### config.mk
export PLATFORM = sky130hd
export DESIGN_NAME = skv_cell
export DESIGN_NICKNAME = d
export VERILOG_FILES = /design/src/hw/rtl/skv_pkg.sv /design/src/hw/rtl/skv_cell.sv
export SDC_FILE = /design/constraint.sdc
export NUM_CORES = 1
export LEC_CHECK = 0
export ABC_CLOCK_PERIOD_IN_PS = 5600
export BUFFER_PORTS_ARGS = -buffer_cell sky130_fd_sc_hd__buf_2
export CORE_ASPECT_RATIO = 1.2
export CORE_MARGIN = 2
export CORE_UTILIZATION = 36
export CTS_CLUSTER_SIZE = 20
export DETAILED_ROUTE_END_ITERATION = 10
export PLACE_DENSITY = 0.74
export SETUP_SLACK_MARGIN = 0.1
export SYNTH_ARGS = -nofsm -noshare
export SYNTH_HDL_FRONTEND = slang
export SYNTH_SLANG_ARGS = --single-unit
### constraint.sdc
create_clock -name clk -period 5.6 [get_ports clk]
set_clock_uncertainty 0.05 [all_clocks]
set_input_delay 0.84 -clock clk [delete_from_list [all_inputs] [get_ports clk]]
set_output_delay 0.84 -clock clk [all_outputs]
set_load 0.02 [all_outputs]
### src/hw/rtl/skv_pkg.sv
package skv_pkg;

    localparam int KEY_W = 32;
    localparam int VAL_W = 32;
    localparam int CFG_W = 6;

    // request kinds
    localparam logic [1:0] KIND_GET   = 2'd0;
    localparam logic [1:0] KIND_PUT   = 2'd1;
    localparam logic [1:0] KIND_RANGE = 2'd2;
    localparam logic [1:0] KIND_CLEAR = 2'd3;

    // cell operations
    localparam logic [1:0] CELL_HOLD = 2'd0;
    localparam logic [1:0] CELL_PUT  = 2'd1;
    localparam logic [1:0] CELL_MARK = 2'd2;
    localparam logic [1:0] CELL_ROT  = 2'd3;

    // broadcast from the sequencer to every cell
    typedef struct packed {
        logic [1:0]       op;
        logic [KEY_W-1:0] req_key;
        logic [VAL_W-1:0] req_value;
        logic [KEY_W-1:0] req_end;
    } cell_ctrl_t;

    // per cell status back to the sequencer
    typedef struct packed {
        logic lt;
        logic eq;
        logic in_rng;
        logic mark;
    } cell_stat_t;

endpackage

### src/hw/rtl/skv_cell.sv
module skv_cell
(
    input  logic                    clk,
    input  logic                    rst_n,
    input  skv_pkg::cell_ctrl_t     ctrl,
    // key already stored somewhere in the row
    input  logic                    upd,
    input  logic                    occ,
    // lower neighbor, used on insert
    input  logic                    prev_lt,
    input  logic [skv_pkg::KEY_W-1:0] prev_key,
    input  logic [skv_pkg::VAL_W-1:0] prev_value,
    // upper neighbor, used on rotate
    input  logic [skv_pkg::KEY_W-1:0] next_key,
    input  logic [skv_pkg::VAL_W-1:0] next_value,
    input  logic                    next_mark,
    output logic [skv_pkg::KEY_W-1:0] cell_key,
    output logic [skv_pkg::VAL_W-1:0] cell_value,
    output skv_pkg::cell_stat_t     stat
);

    logic [skv_pkg::KEY_W-1:0] key_reg;
    logic [skv_pkg::KEY_W-1:0] key_next;
    logic [skv_pkg::VAL_W-1:0] value_reg;
    logic [skv_pkg::VAL_W-1:0] value_next;
    logic                      mark_reg;
    logic                      mark_next;
    logic                      lt;
    logic                      eq;
    logic                      in_rng;

    // local compares against the broadcast request
    always_comb
    begin
        lt     = occ && ($signed(key_reg) < $signed(ctrl.req_key));
        eq     = occ && (key_reg == ctrl.req_key);
        in_rng = occ && !($signed(key_reg) < $signed(ctrl.req_key))
                     && !($signed(ctrl.req_end) < $signed(key_reg));
    end

    // next contents per operation
    always_comb
    begin
        key_next   = key_reg;
        value_next = value_reg;
        mark_next  = mark_reg;
        case (ctrl.op)
            skv_pkg::CELL_PUT:
            begin
                if (upd)
                begin
                    if (eq)
                    begin
                        value_next = ctrl.req_value;
                    end
                end
                else if (!lt)
                begin
                    if (prev_lt)
                    begin
                        key_next   = ctrl.req_key;
                        value_next = ctrl.req_value;
                    end
                    else
                    begin
                        key_next   = prev_key;
                        value_next = prev_value;
                    end
                end
            end
            skv_pkg::CELL_MARK:
            begin
                mark_next = in_rng;
            end
            skv_pkg::CELL_ROT:
            begin
                key_next   = next_key;
                value_next = next_value;
                mark_next  = next_mark;
            end
            default:
            begin
                key_next = key_reg;
            end
        endcase
    end

    // payload, no reset
    always_ff @(posedge clk)
    begin
        key_reg   <= key_next;
        value_reg <= value_next;
    end

    // range mark
    always_ff @(posedge clk or negedge rst_n)
    begin
        if (!rst_n)
        begin
            mark_reg <= 1'b0;
        end
        else
        begin
            mark_reg <= mark_next;
        end
    end

    assign cell_key    = key_reg;
    assign cell_value  = value_reg;
    assign stat.lt     = lt;
    assign stat.eq     = eq;
    assign stat.in_rng = in_rng;
    assign stat.mark   = mark_reg;

endmodule

==> impl_metrics.env <==
export IMPL_run_status="finished, final reports clean"
export IMPL_area_sequential_um2=1947
export IMPL_worst_pin_slew_ns=1.216
export IMPL_detailedRoute_firstIterationViolations=190
export IMPL_path_buf_inv=2
export IMPL_total_of_flip_flops_plus_latches_after_synthesis=65
export IMPL_path_common_cell="sky130_fd_sc_hd__buf_2"
export IMPL_synthesized_instance_count=530
export IMPL_die_area_um2=14770
export IMPL_yosys_top_cells_count="sky130_fd_sc_hd__nand2_1 (81), sky130_fd_sc_hd__o21ai_0 (72), sky130_fd_sc_hd__inv_1 (67)"
export IMPL_sort_of_element_at_the_end_of_the_critical_path="output pin"
export IMPL_power_density_cell_area_nw_per_um2=234.5
export IMPL_post_route_cells_drive_above_1_share=0.3917
export IMPL_fin_crit_ns=3.620
export IMPL_cts_root_buffer="sky130_fd_sc_hd__clkbuf_16"
export IMPL_gr_usage_all_layers=0.2005
export IMPL_worst_hold_slack_ns=0.2320
export IMPL_share_of_power_burned_in_the_clock_network=0.374
export IMPL_post_place_cells=977
export IMPL_power_net_switching_mw=0.4690
export IMPL_achievable_frequency_mhz=276.2
export IMPL_syn_warnings=0
export IMPL_clock_transition_time_at_the_flip_flop_clock_pins_of_the_worst_setup_and_hold_paths_ns=0.06
export IMPL_tritoncts="built"
export IMPL_grt_antenna_before_repair=3
export IMPL_drv_slew=0
export IMPL_pwr_share_comb=0.251
export IMPL_portBuffers=299
export IMPL_fp_dieH_um=132.7
export IMPL_core_area_um2=13640
export IMPL_synth_fp_nets=825
export IMPL_leakage_nw=3.498
export IMPL_slew_headroom=0.1871
export IMPL_aggregate_routed_wire_length_mm=15.20
export IMPL_synth_ff_type="sky130_fd_sc_hd__edfxtp_1"
export IMPL_stage_delay_of_the_slowest_cell_on_the_critical_path_ns=0.46
export IMPL_die_w_um=111.3
export IMPL_worst_path_dominant_cell_family="simple AND/OR/NAND/NOR gates"
export IMPL_worstPathArrival_ns=2.73
export IMPL_post_cts_resize_count=0
export IMPL_antenna_violating_nets_post_route=0
export IMPL_multiInputGateArea_um2=2674
export IMPL_report_final_setup_viol=0
export IMPL_post_synth_instance_area_um2=4971
export IMPL_syn_mean_instance_area_um2=9.379
export IMPL_synth_top_area_share=0.3866
export IMPL_slowest_stage="sky130_fd_sc_hd__nor4_1"
export IMPL_area_growth_pct=39.14
export IMPL_synth_edff_count=64
export IMPL_num_rows=47
export IMPL_vias_per_cell=4.911
export IMPL_cts_num_sinks=65
export IMPL_crit_path_max_fanout=4
export IMPL_largest_vdd_supply_drop_v=0.0001233
export IMPL_wl_per_cell_um=15.30
export IMPL_cts_inserted_buffers=9
export IMPL_rsz0062_at_grt="no"
export IMPL_hpwl_mm=12.54
export IMPL_critical_path_class="in2out"
export IMPL_min_period_over_period=0.6464
export IMPL_most_instantiated_library_cell_after_synthesis="sky130_fd_sc_hd__nand2_1"
export IMPL_clock_insertion_delay_worst_skew_ns=0.32
export IMPL_detail_route_first_pass_iterations=6
export IMPL_max_cap_violations=0
export IMPL_grt_pass1_wl_mm=23.43
export IMPL_layoutNonFillerInstCount=993
export IMPL_setup_total_negative_slack_ns=0
export IMPL_netSwitchingFraction=0.2891
export IMPL_post_route_drc_count=0
export IMPL_cts_htree_levels=3
export IMPL_internal_power_mw=1.153
export IMPL_postCtsHoldBufs=0
export IMPL_diodes=0
export IMPL_design_portCount=300
export IMPL_worstSetupStartpointType="input port"
export IMPL_synthDistinctLibCells=40
export IMPL_critical_path_required_ns=4.71
export IMPL_post_synth_arst_share=0.01538
export IMPL_routabilityCongestion=0.8770
export IMPL_crit_chain="buf_2, ha_1, nand4_1, nor4_1, nand2_1, a21oi_1, a211oi_1, nor3_1, buf_2"
export IMPL_cts_post_setup_buffers_inserted=0
export IMPL_hold_path_class="in2async"
export IMPL_num_nets_final=1112
export IMPL_n_fill_cell=1317
export IMPL_clockBufferDepth=2
export IMPL_timing_hold_violations_final=0
export IMPL_seq_power_share=0.375
export IMPL_vias_in_the_first_global_route=4797
export IMPL_initial_utilization=0.3644
export IMPL_r2r_slack_ns=2.42
export IMPL_dr_vias=4877
export IMPL_power_total_mw=1.622
export IMPL_grt_start_max_net_pins=129
export IMPL_netlist_top_cells_area="sky130_fd_sc_hd__edfxtp_1 (39%), sky130_fd_sc_hd__ha_1 (16%), sky130_fd_sc_hd__mux2i_1 (13%), sky130_fd_sc_hd__o21ai_0 (7.2%), sky130_fd_sc_hd__nand2_1 (6.1%)"
export IMPL_yosysSeqAreaShare=0.3916
export IMPL_globalRouteOverflowTotal=0
export IMPL_synthDominantAreaCellType="sky130_fd_sc_hd__edfxtp_1"
[cells in the final DEF (no fill, tap or decap), drive strengths merged, types with 2 or more instances in the layout]
master | Yosys | routed
clkinv | 0 | 3
bufinv | 0 | 2
a21oi | 27 | 27
inv | 67 | 68
nor4 | 3 | 3
ha | 63 | 63
o21a | 2 | 2
and2 | 2 | 2
mux2i | 65 | 65
nand4 | 10 | 10
a221oi | 2 | 2
a31oi | 2 | 2
nand4b | 2 | 2
buf | 8 | 301
nand2 | 81 | 81
nor3 | 3 | 3
o21ai | 74 | 74
nand2b | 3 | 3
and4 | 2 | 2
a21o | 2 | 2
a211oi | 2 | 2
nand3 | 7 | 7
clkbuf | 17 | 9
nor2 | 11 | 11
edfxtp | 64 | 64
[worst reg2reg max path, delay by kind of cell (launching register included)]
kind,cells,cell delay [ns]
mux,1,0.17
fa+ha+maj,1,0.34
flops,1,0.44
compound gates,5,1.67
simple gates,1,0.13
[metrics by stage]
step / worst slack [ns] / cell area [µm²] / utilization
6_report: 1.980 / 6917 / 0.5070
3_5_place_dp: 1.852 / 6598 / 0.4836
5_1_grt: 1.759 / 6917 / 0.5070
4_1_cts: 1.951 / 6917 / 0.5070
2_1_floorplan: 2.083 / 4971 / -
3_3_place_gp: 1.875 / 6598 / 0.4836
[final cells by class]
class / count / area share
Clock inverter: 7 / 0.01357
Sequential cell: 65 / 0.2815
Multi-Input combinational cell: 373 / 0.3866
Timing Repair Buffer: 301 / 0.2185
Clock buffer: 9 / 0.03256
Inverter: 67 / 0.03636
Tap cell: 171 / 0.03093
[cell families after synthesis]
group	synth area share
AND/OR/NAND/NOR	0.1165
adder cells (fa/ha/maj)	0.1586
flip-flops	0.3916
AO/OA/AOI/OAI	0.1296
buffers and inverters	0.07274
multiplexers	0.1309
[worst paths after layout]
kind | start | cells past startpoint | to
hold reg to reg | mark_reg | 2 | mark_reg
min in group clk | mark_reg | 2 | mark_reg
setup / recovery | ctrl[26] | 9 | stat[1]
max in group asynchronous | rst_n | 1 | mark_reg
setup reg to reg | cell_key[11] | 8 | cell_key[27]
hold / removal | rst_n | 1 | mark_reg
[per-layer routing]
metal / GRT usage / share of wire / vias up
met5: 0 / 0.0014 / -
met4: 0.05624 / 0.020 / 4
met3: 0.05176 / 0.078 / 24
met2: 0.3655 / 0.51 / 215
met1: 0.2317 / 0.39 / 2174
li1: - / - / 2460
[power groups by stage]
| stage | Clock, mW | Combinational [mW] | Sequential [mW] |
|---|---|---|---|
| 2_1_floorplan | 0 | 0.190 | 0.661 |
| 5_1_grt | 0.638 | 0.459 | 0.613 |
| 4_1_cts | 0.621 | 0.413 | 0.608 |
| 3_5_place_dp | 0 | 0.412 | 0.618 |
| 3_3_place_gp | 0 | 0.406 | 0.617 |
| 6_report | 0.606 | 0.408 | 0.608 |
No activity file was read; power rests on OpenSTA's default activity.
